===== src/hw/rtl/slipv_pkg.sv =====
// Package for the SLIP receive deframer with IPv4 check.
// Holds SLIP codes, result kinds, error codes and the queue word type.
`default_nettype none
package slipv_pkg;

  localparam int unsigned BufferBytesDefault = 2048;
  localparam int unsigned QueueDepth = 2;

  localparam logic [7:0] SlipEnd    = 8'hC0;
  localparam logic [7:0] SlipEsc    = 8'hDB;
  localparam logic [7:0] SlipEscEnd = 8'hDC;
  localparam logic [7:0] SlipEscEsc = 8'hDD;
  localparam logic [7:0] CharCr     = 8'h0D;

  typedef enum logic [2:0] {
    KIND_FORWARD  = 3'd0,
    KIND_ANNOUNCE = 3'd1,
    KIND_DEBUG    = 3'd2,
    KIND_TEXT     = 3'd3,
    KIND_DROP     = 3'd4
  } kind_e;

  typedef enum logic [2:0] {
    ERR_OK      = 3'd0,
    ERR_VERSION = 3'd1,
    ERR_SHORT   = 3'd2,
    ERR_LONG    = 3'd3,
    ERR_HDR     = 3'd4,
    ERR_TCP     = 3'd5,
    ERR_UDP     = 3'd6,
    ERR_ICMP    = 3'd7
  } err_e;

  // One word between the front (deframer) and the back (classifier).
  typedef struct packed {
    logic        is_verdict;
    logic [7:0]  data;
    logic [10:0] length;
    err_e        err;
    logic        announce_ok;
    logic        text_ok;
    logic [7:0]  first_byte;
    logic [31:0] address;
  } qword_t;

  function automatic logic [15:0] oc_add(input logic [15:0] a, input logic [15:0] b);
    logic [16:0] s;
    logic [16:0] t;
    s = {1'b0, a} + {1'b0, b};
    t = {1'b0, s[15:0]} + {16'd0, s[16]};
    return t[15:0];
  endfunction

  function automatic logic sensible(input logic [7:0] b);
    return (b == 8'h00) || (b == 8'h0D) || (b == 8'h0A) || (b == 8'h09) ||
           ((b >= 8'h20) && (b <= 8'h7E));
  endfunction

  function automatic logic [7:0] prefix_char(input logic [1:0] i);
    logic [7:0] c;
    unique case (i)
      2'd0: c = 8'h3D;
      2'd1: c = 8'h49;
      2'd2: c = 8'h50;
      default: c = 8'h41;
    endcase
    return c;
  endfunction

endpackage
`default_nettype wire


===== src/hw/rtl/slipv_front.sv =====
// Front part: SLIP unescaping, running sums and the IPv4 frame check.
// Depends on slipv_pkg. Emits queue words for data bytes and frame ends.
`default_nettype none
module slipv_front #(
  parameter int unsigned BufferBytes = slipv_pkg::BufferBytesDefault
) (
  input  wire logic             clk_i,
  input  wire logic             rst_ni,
  input  wire logic             in_valid_i,
  output logic                  in_ready_o,
  input  wire logic [7:0]       rx_byte_i,
  output logic                  q_valid_o,
  input  wire logic             q_ready_i,
  output slipv_pkg::qword_t     q_word_o
);
  import slipv_pkg::*;

  localparam int unsigned CntW = $clog2(BufferBytes + 1);

  logic            esc_q;
  logic [CntW-1:0] cnt_q;
  logic [7:0]      first_q;
  logic [15:0]     tot_q;
  logic [7:0]      proto_q;
  logic [15:0]     hsum_q, psum_q, asum_q, udp_q;
  logic [7:0]      odd_q;
  logic            text_q, ann_q;
  logic [31:0]     paddr_q;
  logic            ov_q;
  qword_t          ow_q;

  logic accept, take, close;
  logic [7:0] b;
  logic [CntW-1:0] cnt_inc;
  logic [CntW:0] hl_b;
  logic [CntW-1:0] j;
  logic [15:0] w;
  logic [7:0] first_now;

  assign in_ready_o = !ov_q || q_ready_i;
  assign accept = in_valid_i && in_ready_o;
  assign q_valid_o = ov_q;
  assign q_word_o = ow_q;

  always_comb begin
    b = rx_byte_i;
    take = 1'b0;
    close = 1'b0;
    if (esc_q) begin
      take = 1'b1;
      if (rx_byte_i == SlipEscEnd) b = SlipEnd;
      else if (rx_byte_i == SlipEscEsc) b = SlipEsc;
    end else if (rx_byte_i == SlipEsc) begin
      take = 1'b0;
    end else if (rx_byte_i == SlipEnd) begin
      close = (cnt_q != '0);
    end else begin
      take = 1'b1;
    end
  end

  assign cnt_inc = cnt_q + 1'b1;
  assign first_now = (cnt_q == '0) ? b : first_q;
  assign hl_b = (CntW + 1)'({first_now[3:0], 2'b00});
  assign j = {cnt_q[CntW-1:1], 1'b0};
  assign w = {odd_q, b};

  // Verdict from the running sums at frame end.
  logic [CntW-1:0] n;
  logic [15:0] pay, addr, s0, s1, s2;
  logic [CntW:0] hl;
  err_e err;
  always_comb begin
    n = cnt_q;
    hl = (CntW + 1)'({first_q[3:0], 2'b00});
    pay = psum_q;
    addr = asum_q;
    if (n[0]) begin
      pay = oc_add(psum_q, {odd_q, 8'h00});
      if ((n - 1'b1) >= CntW'(12) && (n - 1'b1) <= CntW'(18))
        addr = oc_add(asum_q, {odd_q, 8'h00});
    end
    s0 = 16'({8'h00, proto_q} + 16'(n) - 16'(hl));
    s1 = oc_add(s0, addr);
    s2 = oc_add(s1, pay);
    if (first_q[7:4] != 4'h4) err = ERR_VERSION;
    else if (32'(tot_q) > 32'(n)) err = ERR_SHORT;
    else if (32'(tot_q) < 32'(n)) err = ERR_LONG;
    else if (32'(hl) > 32'(n)) err = ERR_HDR;
    else if (hsum_q != 16'hFFFF && hsum_q != 16'h0000) err = ERR_HDR;
    else if (proto_q == 8'd6 || proto_q == 8'd17) begin
      if (s2 != 16'hFFFF && s2 != 16'h0000) begin
        if (proto_q == 8'd6) err = ERR_TCP;
        else if (udp_q != 16'h0000) err = ERR_UDP;
        else err = ERR_OK;
      end else err = ERR_OK;
    end else if (proto_q == 8'd1 && pay != 16'hFFFF && pay != 16'h0000) err = ERR_ICMP;
    else err = ERR_OK;
  end

  always_ff @(posedge clk_i or negedge rst_ni) begin
    if (!rst_ni) begin
      ov_q <= 1'b0;
    end else if (accept) begin
      ov_q <= take || close;
    end else if (q_ready_i) begin
      ov_q <= 1'b0;
    end
  end

  always_ff @(posedge clk_i) begin
    if (accept) begin
      ow_q.is_verdict <= close;
      ow_q.data <= b;
      ow_q.length <= 11'(cnt_q);
      ow_q.err <= err;
      ow_q.announce_ok <= ann_q;
      ow_q.text_ok <= text_q;
      ow_q.first_byte <= first_q;
      ow_q.address <= paddr_q;
    end
  end

  always_ff @(posedge clk_i or negedge rst_ni) begin
    if (!rst_ni) begin
      esc_q <= 1'b0;
      cnt_q <= '0; first_q <= '0; tot_q <= '0; proto_q <= '0;
      hsum_q <= '0; psum_q <= '0; asum_q <= '0; udp_q <= '0; odd_q <= '0;
      text_q <= 1'b1; ann_q <= 1'b1; paddr_q <= '0;
    end else if (accept) begin
      esc_q <= !esc_q && (rx_byte_i == SlipEsc);
      if (close || (take && cnt_inc == CntW'(BufferBytes))) begin
        cnt_q <= '0; first_q <= '0; tot_q <= '0; proto_q <= '0;
        hsum_q <= '0; psum_q <= '0; asum_q <= '0; udp_q <= '0; odd_q <= '0;
        text_q <= 1'b1; ann_q <= 1'b1; paddr_q <= '0;
      end else if (take) begin
        cnt_q <= cnt_inc;
        first_q <= first_now;
        if (cnt_q != '0 && !sensible(b)) text_q <= 1'b0;
        if (cnt_q < CntW'(4) && b != prefix_char(cnt_q[1:0])) ann_q <= 1'b0;
        if (cnt_q >= CntW'(4) && cnt_q < CntW'(8)) paddr_q <= {paddr_q[23:0], b};
        if (cnt_q == CntW'(2)) tot_q[15:8] <= b;
        if (cnt_q == CntW'(3)) tot_q[7:0] <= b;
        if (cnt_q == CntW'(9)) proto_q <= b;
        if (cnt_q == CntW'(26)) udp_q[15:8] <= b;
        if (cnt_q == CntW'(27)) udp_q[7:0] <= b;
        if (!cnt_q[0]) begin
          odd_q <= b;
        end else begin
          if (32'(j) < 32'(hl_b)) hsum_q <= oc_add(hsum_q, w);
          else psum_q <= oc_add(psum_q, w);
          if (j >= CntW'(12) && j <= CntW'(18)) asum_q <= oc_add(asum_q, w);
        end
      end
    end
  end

endmodule
`default_nettype wire


===== src/hw/rtl/slipv_queue.sv =====
// Two-entry queue between the front and the back part.
// Depends on slipv_pkg for the word type.
`default_nettype none
module slipv_queue (
  input  wire logic              clk_i,
  input  wire logic              rst_ni,
  input  wire logic              w_valid_i,
  output logic                   w_ready_o,
  input  wire slipv_pkg::qword_t w_word_i,
  output logic                   r_valid_o,
  input  wire logic              r_ready_i,
  output slipv_pkg::qword_t      r_word_o
);
  import slipv_pkg::*;

  qword_t mem_q [QueueDepth];
  logic wp_q, rp_q;
  logic [1:0] cnt_q;
  logic push, pop;

  assign w_ready_o = cnt_q != 2'(QueueDepth);
  assign r_valid_o = cnt_q != 2'd0;
  assign r_word_o = mem_q[rp_q];
  assign push = w_valid_i && w_ready_o;
  assign pop = r_valid_o && r_ready_i;

  always_ff @(posedge clk_i) begin
    if (push) mem_q[wp_q] <= w_word_i;
  end

  always_ff @(posedge clk_i or negedge rst_ni) begin
    if (!rst_ni) begin
      wp_q <= 1'b0; rp_q <= 1'b0; cnt_q <= 2'd0;
    end else begin
      if (push) wp_q <= !wp_q;
      if (pop) rp_q <= !rp_q;
      cnt_q <= cnt_q + 2'(push) - 2'(pop);
    end
  end

endmodule
`default_nettype wire


===== src/hw/rtl/slipv_back.sv =====
// Back part: frame classification, stored address and output register.
// Depends on slipv_pkg.
`default_nettype none
module slipv_back (
  input  wire logic              clk_i,
  input  wire logic              rst_ni,
  input  wire logic              q_valid_i,
  output logic                   q_ready_o,
  input  wire slipv_pkg::qword_t q_word_i,
  output logic                   out_valid_o,
  input  wire logic              out_ready_i,
  output logic                   is_verdict_o,
  output logic [7:0]             data_byte_o,
  output logic [2:0]             frame_kind_o,
  output logic [2:0]             error_code_o,
  output logic [10:0]            frame_length_o,
  output logic [31:0]            announced_address_o,
  output logic                   address_changed_o
);
  import slipv_pkg::*;

  logic [31:0] last_q;
  logic ov_q;
  logic take, is_ann, chg;
  kind_e kind;

  assign q_ready_o = !ov_q || out_ready_i;
  assign take = q_valid_i && q_ready_o;
  assign out_valid_o = ov_q;

  always_comb begin
    is_ann = (q_word_i.err != ERR_OK) && (q_word_i.length == 11'd8) && q_word_i.announce_ok;
    chg = is_ann && (q_word_i.address != last_q);
    priority if (q_word_i.err == ERR_OK) kind = KIND_FORWARD;
    else if (is_ann) kind = KIND_ANNOUNCE;
    else if (q_word_i.first_byte == CharCr) kind = KIND_DEBUG;
    else if (q_word_i.text_ok) kind = KIND_TEXT;
    else kind = KIND_DROP;
  end

  always_ff @(posedge clk_i or negedge rst_ni) begin
    if (!rst_ni) begin
      ov_q <= 1'b0; last_q <= '0;
    end else begin
      if (take) ov_q <= 1'b1;
      else if (out_ready_i) ov_q <= 1'b0;
      if (take && q_word_i.is_verdict && chg) last_q <= q_word_i.address;
    end
  end

  always_ff @(posedge clk_i) begin
    if (take) begin
      is_verdict_o <= q_word_i.is_verdict;
      if (q_word_i.is_verdict) begin
        data_byte_o <= 8'd0;
        frame_kind_o <= kind;
        error_code_o <= q_word_i.err;
        frame_length_o <= q_word_i.length;
        announced_address_o <= chg ? q_word_i.address : last_q;
        address_changed_o <= chg;
      end else begin
        data_byte_o <= q_word_i.data;
        frame_kind_o <= KIND_FORWARD;
        error_code_o <= ERR_OK;
        frame_length_o <= 11'd0;
        announced_address_o <= 32'd0;
        address_changed_o <= 1'b0;
      end
    end
  end

endmodule
`default_nettype wire


===== src/hw/rtl/slip_rx_ipv4_validator.sv =====
// SLIP receive deframer with an IPv4 header and transport checksum check.
// Input channel: one raw serial byte per word on rx_byte_i (valid/ready).
// Output channel: one word per decoded data byte (is_verdict_o low) and one
// verdict word per non-empty frame, sent when END arrives.
// ESC bytes and empty frames produce no output word.
// Throughput is one input word per cycle unless back-pressure stalls it: the
// front part updates the escape state and all running ones-complement sums.
// From input acceptance a word passes the front register, the two-entry
// queue and the back output register before it reaches the output.
// A stalled receiver first fills the back output register, then the queue,
// then the front register; only then does rx_ready_o drop.
// Reset clears escape state, frame sums, the stored announced address and all
// valid flags; no clearing pass is needed.
// A frame reaching BufferBytes decoded bytes restarts empty with no verdict.
`default_nettype none
module slip_rx_ipv4_validator #(
  parameter int unsigned BufferBytes = slipv_pkg::BufferBytesDefault
) (
  input  wire logic        clk_i,
  input  wire logic        rst_ni,
  input  wire logic        rx_valid_i,
  output logic             rx_ready_o,
  input  wire logic [7:0]  rx_byte_i,
  output logic             out_valid_o,
  input  wire logic        out_ready_i,
  output logic             is_verdict_o,
  output logic [7:0]       data_byte_o,
  output logic [2:0]       frame_kind_o,
  output logic [2:0]       error_code_o,
  output logic [10:0]      frame_length_o,
  output logic [31:0]      announced_address_o,
  output logic             address_changed_o
);
  import slipv_pkg::*;

  // Front to queue and queue to back handshakes.
  logic   f_valid, f_ready, b_valid, b_ready;
  qword_t f_word, b_word;

  slipv_front #(.BufferBytes(BufferBytes)) u_front (
    .clk_i, .rst_ni,
    .in_valid_i(rx_valid_i), .in_ready_o(rx_ready_o), .rx_byte_i,
    .q_valid_o(f_valid), .q_ready_i(f_ready), .q_word_o(f_word)
  );

  slipv_queue u_queue (
    .clk_i, .rst_ni,
    .w_valid_i(f_valid), .w_ready_o(f_ready), .w_word_i(f_word),
    .r_valid_o(b_valid), .r_ready_i(b_ready), .r_word_o(b_word)
  );

  slipv_back u_back (
    .clk_i, .rst_ni,
    .q_valid_i(b_valid), .q_ready_o(b_ready), .q_word_i(b_word),
    .out_valid_o, .out_ready_i,
    .is_verdict_o, .data_byte_o, .frame_kind_o, .error_code_o,
    .frame_length_o, .announced_address_o, .address_changed_o
  );

endmodule
`default_nettype wire


===== config.mk =====
export PLATFORM = sky130hd
export DESIGN_NAME = slip_rx_ipv4_validator
export DESIGN_NICKNAME = d
export VERILOG_FILES = /design/src/hw/rtl/slipv_pkg.sv /design/src/hw/rtl/slipv_front.sv /design/src/hw/rtl/slipv_queue.sv /design/src/hw/rtl/slipv_back.sv /design/src/hw/rtl/slip_rx_ipv4_validator.sv
export SDC_FILE = /design/constraint.sdc
export NUM_CORES = 1
export LEC_CHECK = 0
export BUFFER_PORTS_ARGS = -buffer_cell sky130_fd_sc_hd__buf_2
export CORE_UTILIZATION = 40
export DETAILED_ROUTE_END_ITERATION = 6
export PLACE_DENSITY = 0.55
export RECOVER_POWER = 50
export SLEW_MARGIN = 20
export SYNTH_ARGS = -nofsm -noshare
export SYNTH_HDL_FRONTEND = slang
export SYNTH_SLANG_ARGS = --single-unit

===== constraint.sdc =====
create_clock -name clk_i -period 20.1 [get_ports clk_i]
set_input_delay 0 -clock clk_i [delete_from_list [all_inputs] [get_ports clk_i]]
set_output_delay 0 -clock clk_i [all_outputs]
set_load 0.05 [all_outputs]

==> results of run 1 <==
==> timing repair <==
action	in CTS	in global routing
hold buffers	12	0
resized for setup	0	0
hold endpoints to repair	67	0
==> synthesized netlist by cell type, drive strengths merged (28+ instances only) <==
| cell | n |
|---|---|
| nor2 | 161 |
| a21oi | 69 |
| inv | 71 |
| nor4 | 36 |
| and3 | 28 |
| nand2 | 165 |
| o21ai | 98 |
| nand3 | 58 |
| mux2i | 67 |
| xnor2 | 127 |
| dfrtp | 187 |
| mux2 | 68 |
| nor3 | 44 |
| a21o | 44 |
| xor2 | 95 |
| ha | 134 |
| nand4 | 45 |
| clkbuf | 59 |
| edfxtp | 254 |
| o31ai | 38 |
| a22o | 93 |
==> logic make-up (layout without fill, tap and decap cells) <==
kind of cell,count (synthesis),count (layout)
muxes,135,135
buffers and inverters,161,274
DFF,443,443
adders and majority gates,143,143
xor gates and xnor gates,223,223
and+or+nand+nor,642,642
AOI/OAI and AO/OA,455,455
==> per-layer routing <==
layer	global-route usage [%]	vias to the layer above
met5	0	-
met4	6.94	0
met3	2.41	93
met2	31.7	431
met1	28.3	8497
li1	-	8354
==> worst min path at each step <==
stage	start	to	slack [ps]	cells past startpoint
6_report	out_ready_i	u_back.out_valid_o$_DFFE_PN0P_	190	3
2_1_floorplan	rst_ni	u_back.last_q[0]$_DFFE_PN0P_	-300	0
3_3_place_gp	rst_ni	u_queue.cnt_q[0]$_DFF_PN0_	-4	1
5_1_grt	out_ready_i	u_back.out_valid_o$_DFFE_PN0P_	210	3
3_5_place_dp	rst_ni	u_queue.cnt_q[0]$_DFF_PN0_	-5	1
4_1_cts	rst_ni	u_queue.cnt_q[0]$_DFF_PN0_	4	2
==> final cells by class <==
type	count	area [µm²]	share of cell area, %
repair buffers	110	567	2.06
flip-flops and latches	443	12400	44.9
multi-input cells	1598	11700	42.5
well taps	782	978	3.56
inverters	75	282	1.02
clock buffers	65	1390	5.04
clock inverters	24	236	0.860
==> placed cells by master (no fill, tap or decap), drive strengths merged, types with 68 or more instances in the layout <==
cell type,synthesis,final
o21ai,98,98
nor2,161,161
nand2,165,165
clkbuf,59,136
xnor2,127,127
ha,134,134
inv,71,72
a22o,93,93
a21oi,69,69
xor2,95,95
mux2,68,68
dfrtp,187,187
edfxtp,254,254
==> stage by stage <==
step	hold WS, ps	util [%]
after global routing	208	45.4
after detailed placement	-4.51	42.8
after floorplan	-296	-
after CTS	4.11	45.6
final	189	45.4
after global placement	-4.09	42.7
==> flip-flops by register name (all words and copies together) (netlist names), 32 cells and up <==
register                    flops
u_queue.mem_q                 130
u_front.q_word_o               65
u_back.announced_address_o     32
u_back.last_q                  32
u_front.paddr_q                32
==> worst reg2reg max path: cells and delay by family, from the launching register on <==
kind                     cells  cell delay, ps
XOR/XNOR                     1             140
AND/OR/NAND/NOR             17            3170
adder cells (fa/ha/maj)      7            2000
buffers and inverters        3            1400
AO/OA/AOI/OAI               21            4110
flip-flops                   1             330
==> metrics.sh, run 1 <==
CTS-ROOT-TO-SINK-BUFFERS=3
FIRST_PASS_DRT_ITERATIONS=5
SYNTH-ADDER-AREA-SHARE_PCT=7.53
PLACEDCELLCOUNT=2996
SYNTHARSTFLOPSHARE_PCT=42.7
ANTENNA_FOUND_INITIAL=0
START_UTIL_PCT=40.7
TIMING.CRITICAL_PATH.MODE_CELL='sky130_fd_sc_hd__ha_1'
SYN_AREA_UM2=24600
PORT_BUFFERS=72
RSZ0062_AT_GRT='false'
TIMING.SETUP.CRITICAL_PATH_CLASS='reg2reg'
MET3_WIRELENGTH_MM=2.68
WORSTSETUPPATHDEPTH=49
CLOCK_SINKS=443
DESIGN.DIE.AREA_UM2=62600
CRITPATHARRIVALTIME_PS=11710
ROUTE.TOP_LAYER_USED='met4'
CPPEAKSTAGEDELAY_PS=1050
SYNTH_ENABLE_FLOP_CELLS=254
INSTANCES_NO_FILL=3097
ANT_NETS=0
SYNTHESIS.INSTANCES=2202
POSTROUTEWIRELENGTH_MM=62.5
YS_SEQ_ELEMENTS=443
PRE_CTS_SLACK_PS=9540
VIAS=17400
WORSTSETUPSTARTPOINT='u_front.cnt_q[0]$_DFFE_PN0P_'
GRT_USAGE_PCT=20.0
NUMCTSBUFFERS=48
POST-SYNTH-TOP-AREA-FRACTION_PCT=30.9
DIE_WIDTH_UM=250
SYNTH_TOP_CELL_BY_AREA='sky130_fd_sc_hd__edfxtp_1'
FINAL_REPORT_HOLD_VIOLATION_COUNT=0
CP_NUM_BUF_INV=3
POST_SYNTH.CELL_AREA_AVG_UM2=11.2
XOR_XNOR_SHARE_OF_THE_SYNTHESIZED_AREA_PCT=7.98
KIND_OF_CAPTURE_POINT_OF_THE_WORST_SETUP_PATH='flip-flop'
DRV_SLEW=384
FRACTION_OF_FINAL_LAYOUT_CELLS_WITH_DRIVE_STRENGTH_GREATER_THAN_1_PCT=8.98
POST_DRT_VIA_CELL_RATIO=5.61
GRT_REMAINING_OVERFLOW=0
LAYOUT.CELL_AREA.NON_FILLER_UM2=27500
TRITONCTS='yes'
SKEW_PS=23.6
YOSYS-MUX-AREA-FRACTION_PCT=5.83
CRIT_PATH_END='u_front.q_word_o[44]$_SDFFCE_PP0P_'
DRT-WIRELENGTH-PER-CELL_UM=20.2
POST-ROUTE-WORST-SETUP-SLACK_PS=8670
LARGEST_FAMILY_OF_LOGIC_CELLS_BY_SYNTHESIZED_AREA='compound AO/OA/AOI/OAI gates'
OUTCOME='finished with violations'
CRITICAL_PATH_PEAK_FANOUT=29
GLOBALPLACE.CONGESTION=0.882
COMPOUND_CELL_AREA_SHARE_OF_THE_YOSYS_NETLIST_PCT=13.0
MAX_FREQ_MHz=87.5
GRT_PASS1_VIAS=17200
CLKLATENCYLATEPIN_PS=590
DIODES=0
NETLIST-CELL-TYPE-COUNT=84
WORST-ENDPOINT-REQUIRED_PS=20380
FF2FF_SETUP_SLACK_PS=8670
CTS_MAX_LEVEL=2
WL_MET2_MM=28.3
FINAL.SETUP.TNS_PS=0
AREA_GROWTH_SYN_TO_LAYOUT_PCT=11.6
POST_SYNTH_AND_OR_NAND_NOR_AREA_FRACTION_PCT=13.0
CRIT_PATH_TOP_DELAY_CELL='sky130_fd_sc_hd__clkbuf_1'
REG2REG_TO='u_front.q_word_o[44]$_SDFFCE_PP0P_'
CRITICAL_PATH.STARTPOINT_TYPE='flip-flop'
GRT_MAX_DEGREE=74
YOSYS-TOP-CELLS-AREA='sky130_fd_sc_hd__edfxtp_1 (31%), sky130_fd_sc_hd__dfrtp_1 (19%), sky130_fd_sc_hd__ha_1 (6.8%)'
TIGHTESTPINTRANSITION_PS=4060
SYNTH-SEQ-AREA-SHARE_PCT=50.1
SYNTH_TOP_FLOP_CELL='sky130_fd_sc_hd__edfxtp_1'
NNETSFINAL=2431
YOSYSWARNINGCOUNT=0
GRT_FIRST_PASS_WIRELENGTH_MM=98.6
CTS.REPAIR_TIMING.SETUP_BUFFER_COUNT=0
CTS_ROOT_BUF='sky130_fd_sc_hd__clkbuf_16'
MAXCAPVIOLATIONS=9
DPL.HPWL_MM=44.3
SLEW_HEADROOM_PCT=-171
FINAL.PERIOD_UTILIZATION_PCT=56.9
DRT_DRC_VIOLATIONS_LEFT=0
FILLERS=5605
SETUP-VIOLATIONS-FINAL=0
PLACEMENTROWS=90
R2R_START='u_front.cnt_q[0]$_DFFE_PN0P_'
CLK_PIN_SLEW_PS=60
CRITICAL-PATH-TOP-DELAY-FAMILY='compound AO/OA/AOI/OAI gates'
M1_WL_MM=29.6
AREA_OF_THE_CORE_UM2=60600
VIOLATIONS='capacitance limit, slew limit'
PIN_COUNT=73
DIE_Y_UM=250
REG2REG_PATH_DEPTH=49
SHORTEST_PERIOD_THE_WORST_PATH_ALLOWS_PS=11430
POSTPLACECELLAREA_UM2=25900
SYN-NUM-NETS=2357
HOLDCRITPATHCLASS='in2reg'
DRT_ITER0_DRC=1140
Power of run 1 is left out: the tool's default activity adds up to more than one toggle a clock period on the data nets, which glitch-free logic cannot reach.
==> inputs of run 2 (changes only) <==
- clock period: 20.1 -> 10.6 ns (I/O delays scaled with it)
==> run 2 against run 1 <==
The run still ends with capacitance limit, slew limit left. Final area is 0.92% higher. Setup slack worse by 8000 ps. Critical path depth is 1 higher. Global-route usage hardly changed. Worst hold slack worse by 24 ps. Sequential share of layout area is 0.40 points lower. Cell count is 0.55% higher. Critical endpoint unchanged. Largest cell class unchanged.
==> metrics.sh, run 2 (synthesis gave the netlist of run 1 again) <==
OUTCOME='finished with violations'  # unchanged
TIMING.SETUP.CRITICAL_PATH_CLASS='reg2reg'  # unchanged
SKEW_PS=23.6  # about the same
PLACEDCELLCOUNT=3004  # was 2996
MAXCAPVIOLATIONS=9  # unchanged
NNETSFINAL=2447  # was 2431
CRIT_PATH_TOP_DELAY_CELL='sky130_fd_sc_hd__dfrtp_1'  # was sky130_fd_sc_hd__clkbuf_1
COMMONEST_NON_FILL_NON_TAP_CELL_IN_THE_LAYOUT='sky130_fd_sc_hd__edfxtp_1'  # unchanged
CTS_ROOT_BUF='sky130_fd_sc_hd__clkbuf_16'  # unchanged
FRACTION_OF_FINAL_LAYOUT_CELLS_WITH_DRIVE_STRENGTH_GREATER_THAN_1_PCT=9.99  # was 8.98%
CLK_PIN_SLEW_PS=60  # about the same
HOLD_PATH_STARTPOINT='out_ready_i'  # unchanged
R2R_START='u_front.odd_q[1]$_DFFE_PN0P_'  # was u_front.cnt_q[0]$_DFFE_PN0P_
DRT_ITER0_DRC=1059  # was 1140
CTS-ROOT-TO-SINK-BUFFERS=3  # unchanged
WORST-ENDPOINT-REQUIRED_PS=10940  # was 20380 ps
REG2REG_PATH_DEPTH=50  # was 49
VIAS=17500  # was 17.4k
POSTROUTEWIRELENGTH_MM=62.9  # was 62.5 mm
FIRST_PASS_DRT_ITERATIONS=5  # unchanged
TIMING.CRITICAL_PATH.MODE_CELL='sky130_fd_sc_hd__ha_1'  # unchanged
TRITONCTS='yes'  # unchanged
SETUP-VIOLATIONS-FINAL=0  # unchanged
CPPEAKSTAGEDELAY_PS=550  # was 1050 ps
VIOLATIONS='capacitance limit, slew limit'  # unchanged
MAX_FLOP_REGISTER='u_queue.mem_q'  # unchanged
CRITICAL-PATH-TOP-DELAY-FAMILY='compound AO/OA/AOI/OAI gates'  # unchanged
POST-ROUTE-WORST-SETUP-SLACK_PS=633  # was 8670 ps
ANT_NETS=0  # unchanged
DRT-WIRELENGTH-PER-CELL_UM=20.2  # about the same
POST_DRT_VIA_CELL_RATIO=5.63  # was 5.61
FINAL.SETUP.TNS_PS=0  # unchanged
MAX_FREQ_MHz=100  # was 87.5 MHz
FINAL_REPORT_HOLD_VIOLATION_COUNT=0  # unchanged
FILLERS=5660  # was 5605
DIE_Y_UM=250  # unchanged
CRITPATHARRIVALTIME_PS=10310  # was 11710 ps
DIODES=0  # unchanged
WORSTSETUPSTARTPOINT='u_front.odd_q[1]$_DFFE_PN0P_'  # was u_front.cnt_q[0]$_DFFE_PN0P_
GRT_REMAINING_OVERFLOW=0  # unchanged
NUMCTSBUFFERS=48  # unchanged
DIE_WIDTH_UM=250  # unchanged
DPL.HPWL_MM=44.0  # was 44.3 mm
AREA_GROWTH_SYN_TO_LAYOUT_PCT=12.6  # was 11.6%
HOLD_DEPTH=3  # unchanged
MOST-COMMON-LAYOUT-CELLS='sky130_fd_sc_hd__edfxtp_1 (254), sky130_fd_sc_hd__dfrtp_1 (184), sky130_fd_sc_hd__nand2_1 (163), sky130_fd_sc_hd__nor2_1 (160), sky130_fd_sc_hd__ha_1 (130)'  # was sky130_fd_sc_hd__edfxtp_1 (254), sky130_fd_sc_hd__dfrtp_1 (186), sky130_fd_sc_hd__nand2_1 (163), sky130_fd_sc_hd__nor2_1 (160), sky130_fd_sc_hd__ha_1 (134)
CTS_MAX_LEVEL=2  # unchanged
START_UTIL_PCT=40.7  # unchanged
GRT_MAX_DEGREE=77  # was 74
AREA_OF_THE_CORE_UM2=60600  # unchanged
SHORTEST_PERIOD_THE_WORST_PATH_ALLOWS_PS=9970  # was 11430 ps
PLACEMENTROWS=90  # unchanged
SLEW_HEADROOM_PCT=-163  # was -171%
MIN_TO='u_back.out_valid_o$_DFFE_PN0P_'  # unchanged
FF2FF_SETUP_SLACK_PS=630  # was 8670 ps
PIN_COUNT=73  # unchanged
GRT_USAGE_PCT=20.0  # about the same
GRT_FIRST_PASS_WIRELENGTH_MM=98.3  # was 98.6 mm
INSTANCES_NO_FILL=3114  # was 3097
LARGEST_REGISTER_FF_COUNT=130  # unchanged
DRV_SLEW=334  # was 384
DESIGN.DIE.AREA_UM2=62600  # unchanged
REG2REG_TO='u_front.q_word_o[44]$_SDFFCE_PP0P_'  # unchanged
KIND_OF_CAPTURE_POINT_OF_THE_WORST_SETUP_PATH='flip-flop'  # unchanged
PORT_BUFFERS=72  # unchanged
FINAL.PERIOD_UTILIZATION_PCT=94.0  # was 56.9%
CLOCK_SINKS=443  # unchanged
HOLDCRITPATHCLASS='in2reg'  # unchanged
CRITICAL_PATH_PEAK_FANOUT=7  # was 29
PRE_CTS_SLACK_PS=373  # was 9540 ps
DRT_DRC_VIOLATIONS_LEFT=0  # unchanged
CRITICAL_PATH.STARTPOINT_TYPE='flip-flop'  # unchanged
GLOBALPLACE.CONGESTION=0.891  # was 0.882
ANTENNA_FOUND_INITIAL=0  # unchanged
GRT_PASS1_VIAS=17400  # was 17.2k
CP_NUM_BUF_INV=1  # was 3
TIGHTESTPINTRANSITION_PS=3950  # was 4060 ps
CLKLATENCYLATEPIN_PS=600  # was 590 ps
-- run 2: timing repair --
item / 4_1_cts / 5_1_grt
endpoints found under the setup margin: 0 / 3
buffers inserted: 0 / 4
hold buffers: 15 / 0
endpoints found under the hold margin: 69 / 0
gates resized for setup: 0 / 20
-- run 2: area by class of cell --
| class | count | area, µm² | area share (%) |
|---|---|---|---|
| clock inverters | 21 | 299 | 1.08 |
| repair buffers | 126 | 692 | 2.49 |
| inverters | 75 | 282 | 1.01 |
| flip-flops and latches | 443 | 12400 | 44.5 |
| multi-input cells | 1598 | 11700 | 42.3 |
| well taps | 782 | 978 | 3.52 |
| clock buffers | 69 | 1400 | 5.05 |
-- run 2: how the worst max path moves through the flow --
stage                                         endpoint  slack (ps)  depth (start not counted)
global placement    u_front.q_word_o[44]$_SDFFCE_PP0P_         540                         47
detailed placement  u_front.q_word_o[44]$_SDFFCE_PP0P_         370                         47
floorplan           u_front.q_word_o[44]$_SDFFCE_PP0P_        1170                         49
finish              u_front.q_word_o[44]$_SDFFCE_PP0P_         630                         50
CTS                 u_front.q_word_o[44]$_SDFFCE_PP0P_         310                         47
global route        u_front.q_word_o[44]$_SDFFCE_PP0P_         -50                         50
-- run 2: worst reg2reg max path: cells and delay by family, from the launching register on --
family,cells,cell delay [ps]
compound gates,19,3490
simple gates,19,3130
fa+ha+maj,9,2140
flops,1,550
xor+xnor,2,310
buf+inv,1,120
-- run 2: metrics by stage --
stage	utilization, %	area [µm²]	hold WS, ps
6_report	45.8	27800	165
5_1_grt	45.8	27800	181
3_3_place_gp	42.8	26000	1.26
4_1_cts	45.9	27800	138
2_1_floorplan	-	24600	-296
3_5_place_dp	42.8	26000	0.680
-- run 2: routing by layer --
metal	up-vias	track usage [%]	wire length, µm
met5	-	0	0
met4	0	6.54	1780
met3	105	3.07	3100
met2	463	32.3	28700
met1	8592	27.6	29300
li1	8385	-	-
Power of run 2 is left out for the same reason.
==> inputs of run 3 (changes only) <==
- clock period: 10.6 -> 11.4 ns (I/O delays scaled with it)
==> run 3 against run 2 <==
The run still ends with capacitance limit, slew limit left. Final area is 0.87% lower. Sequential share of layout area is 0.38 points higher. Fmax is 6.9% lower. Critical path type unchanged. Cell count is 0.26% lower. Die area stayed put. First-iteration DRC count is 14% lower. Global-route usage is 0.48 points lower. Sequential cell count stayed put. Register-to-register slack better by 60 ps. Utilization is 0.40 points lower.
==> metrics.sh, run 3 (synthesis gave the netlist of run 1 again) <==
OUTCOME='finished with violations'  # unchanged
VIOLATIONS='capacitance limit, slew limit'  # unchanged
CLK_PIN_SLEW_PS=60  # about the same
FINAL_REPORT_HOLD_VIOLATION_COUNT=0  # unchanged
PORT_BUFFERS=72  # unchanged
FINAL.PERIOD_UTILIZATION_PCT=94.0  # about the same
GRT_FIRST_PASS_WIRELENGTH_MM=96.7  # was 98.3 mm
COMMONEST_NON_FILL_NON_TAP_CELL_IN_THE_LAYOUT='sky130_fd_sc_hd__edfxtp_1'  # unchanged
DESIGN.DIE.AREA_UM2=62600  # unchanged
CPPEAKSTAGEDELAY_PS=680  # was 550 ps
KIND_OF_CAPTURE_POINT_OF_THE_WORST_SETUP_PATH='flip-flop'  # unchanged
TIMING.SETUP.CRITICAL_PATH_CLASS='reg2reg'  # unchanged
CTS-ROOT-TO-SINK-BUFFERS=3  # unchanged
DIODES=0  # unchanged
FRACTION_OF_FINAL_LAYOUT_CELLS_WITH_DRIVE_STRENGTH_GREATER_THAN_1_PCT=9.12  # was 9.99%
MOST-COMMON-LAYOUT-CELLS='sky130_fd_sc_hd__edfxtp_1 (254), sky130_fd_sc_hd__dfrtp_1 (186), sky130_fd_sc_hd__nand2_1 (163), sky130_fd_sc_hd__nor2_1 (159), sky130_fd_sc_hd__ha_1 (134)'  # was sky130_fd_sc_hd__edfxtp_1 (254), sky130_fd_sc_hd__dfrtp_1 (184), sky130_fd_sc_hd__nand2_1 (163), sky130_fd_sc_hd__nor2_1 (160), sky130_fd_sc_hd__ha_1 (130)
MAX_FREQ_MHz=93.4  # was 100 MHz
DPL.HPWL_MM=43.6  # was 44.0 mm
FIN_UTIL_PCT=45.4  # was 45.8%
WORST-ENDPOINT-REQUIRED_PS=11740  # was 10940 ps
FF2FF_SETUP_SLACK_PS=690  # was 630 ps
DRT-WIRELENGTH-PER-CELL_UM=19.9  # was 20.2 µm
DRT_DRC_VIOLATIONS_LEFT=0  # unchanged
GLOBALPLACE.CONGESTION=0.895  # was 0.891
POSTPLACECELLAREA_UM2=25900  # was 26000 µm²
AREA_OF_THE_CORE_UM2=60600  # unchanged
SHORTEST_PERIOD_THE_WORST_PATH_ALLOWS_PS=10710  # was 9970 ps
MAXCAPVIOLATIONS=8  # was 9
CTS_MAX_LEVEL=2  # unchanged
HOLDCRITPATHCLASS='in2reg'  # unchanged
ANTENNA_FOUND_INITIAL=0  # unchanged
FINAL.SETUP.TNS_PS=0  # unchanged
ANT_NETS=0  # unchanged
REG2REG_PATH_DEPTH=49  # was 50
DRV_SLEW=337  # was 334
GRT_REMAINING_OVERFLOW=0  # unchanged
LARGEST_REGISTER_FF_COUNT=130  # unchanged
CLOCK_SINKS=443  # unchanged
HOLD_DEPTH=3  # unchanged
CTS_ROOT_BUF='sky130_fd_sc_hd__clkbuf_16'  # unchanged
CRITPATHARRIVALTIME_PS=11060  # was 10310 ps
LAYOUT.CELL_AREA.NON_FILLER_UM2=27500  # was 27800 µm²
CTS.REPAIR_TIMING.SETUP_BUFFER_COUNT=0  # unchanged
DIE_WIDTH_UM=250  # unchanged
SKEW_PS=27.1  # was 23.6 ps
CP_NUM_BUF_INV=3  # was 1
GRT_MAX_DEGREE=89  # was 77
AREA_GROWTH_SYN_TO_LAYOUT_PCT=11.7  # was 12.6%
CRITICAL_PATH_PEAK_FANOUT=20  # was 7
DRT_ITER0_DRC=915  # was 1059
WORSTSETUPPATHDEPTH=49  # was 50
GRT_USAGE_PCT=19.6  # was 20.0%
FILLERS=5657  # was 5660
TIGHTESTPINTRANSITION_PS=5220  # was 3950 ps
START_UTIL_PCT=40.7  # unchanged
SETUP-VIOLATIONS-FINAL=0  # unchanged
CLKLATENCYLATEPIN_PS=600  # about the same
SLEW_HEADROOM_PCT=-248  # was -163%
CRITICAL_PATH.STARTPOINT_TYPE='flip-flop'  # unchanged
POSTROUTEWIRELENGTH_MM=62.0  # was 62.9 mm
CRITICAL-PATH-TOP-DELAY-FAMILY='compound AO/OA/AOI/OAI gates'  # unchanged
FIRST_PASS_DRT_ITERATIONS=5  # unchanged
CRIT_PATH_TOP_DELAY_CELL='sky130_fd_sc_hd__a2111oi_0'  # was sky130_fd_sc_hd__dfrtp_1
DIE_Y_UM=250  # unchanged
PIN_COUNT=73  # unchanged
NNETSFINAL=2438  # was 2447
GRT_PASS1_VIAS=16900  # was 17.4k
VIAS=17400  # was 17.5k
TIMING.CRITICAL_PATH.MODE_CELL='sky130_fd_sc_hd__ha_1'  # unchanged
NUMCTSBUFFERS=49  # was 48
MAX_FLOP_REGISTER='u_queue.mem_q'  # unchanged
PLACEMENTROWS=90  # unchanged
TRITONCTS='yes'  # unchanged
POST_DRT_VIA_CELL_RATIO=5.61  # was 5.63
run 3: timing repair:
item / CTS / global route
hold endpoints to repair: 111 / 0
endpoints found under the setup margin: 0 / 3
resized for setup: 0 / 2
hold buffers: 13 / 0
run 3: area by class of cell:
| class | instances | area [µm²] | share of cell area [%] |
|---|---|---|---|
| flip-flops and latches | 443 | 12400 | 44.9 |
| multi-input cells | 1598 | 11700 | 42.6 |
| clock buffers | 62 | 1270 | 4.63 |
| well taps | 782 | 978 | 3.56 |
| repair buffers | 116 | 616 | 2.24 |
| clock inverters | 30 | 298 | 1.08 |
| inverters | 75 | 282 | 1.02 |
run 3: metal layers:
| metal | up-vias | share of wire [%] | GRT usage [%] | wire [µm] |
|---|---|---|---|---|
| met5 | - | 0 | 0.232 | 0 |
| met1 | 8605 | 48 | 27.7 | 29500 |
| met4 | 0 | 2.2 | 5.70 | 1340 |
| met2 | 384 | 46 | 31.4 | 28700 |
| li1 | 8360 | - | - | - |
| met3 | 82 | 4.0 | 2.36 | 2460 |
run 3: final timing paths:
check,from,end
setup / recovery,u_front.cnt_q[0]$_DFFE_PN0P_,u_front.q_word_o[44]$_SDFFCE_PP0P_
hold / removal,out_ready_i,u_back.out_valid_o$_DFFE_PN0P_
setup reg to reg,u_front.cnt_q[0]$_DFFE_PN0P_,u_front.q_word_o[44]$_SDFFCE_PP0P_
hold reg to reg,u_front.q_word_o[1]$_DFFE_PP_,u_queue.mem_q[1][1]$_DFFE_PP_
max in group asynchronous,rst_ni,u_queue.rp_q$_DFFE_PN0P_
min in group asynchronous,rst_ni,u_front.udp_q[2]$_DFFE_PN0P_
run 3: per-stage QoR:
stage                     hold slack (ps)  worst slack, ps  std cells
final                                 173              689       3106
after global routing                  215             -138       3106
after CTS                            34.5              750       3106
after detailed placement              134              735       3001
after global placement                125             1030       3001
after floorplan                      -296             1970       2202
run 3: worst reg2reg max path: cells and delay by family (launching register included):
family	cells	cell delay [ps]
adder cells (fa/ha/maj)	7	1910
flip-flops	1	600
buffers and inverters	3	590
AO/OA/AOI/OAI	21	4390
XOR/XNOR	1	140
AND/OR/NAND/NOR	17	2840
Power of run 3 is left out for the same reason.
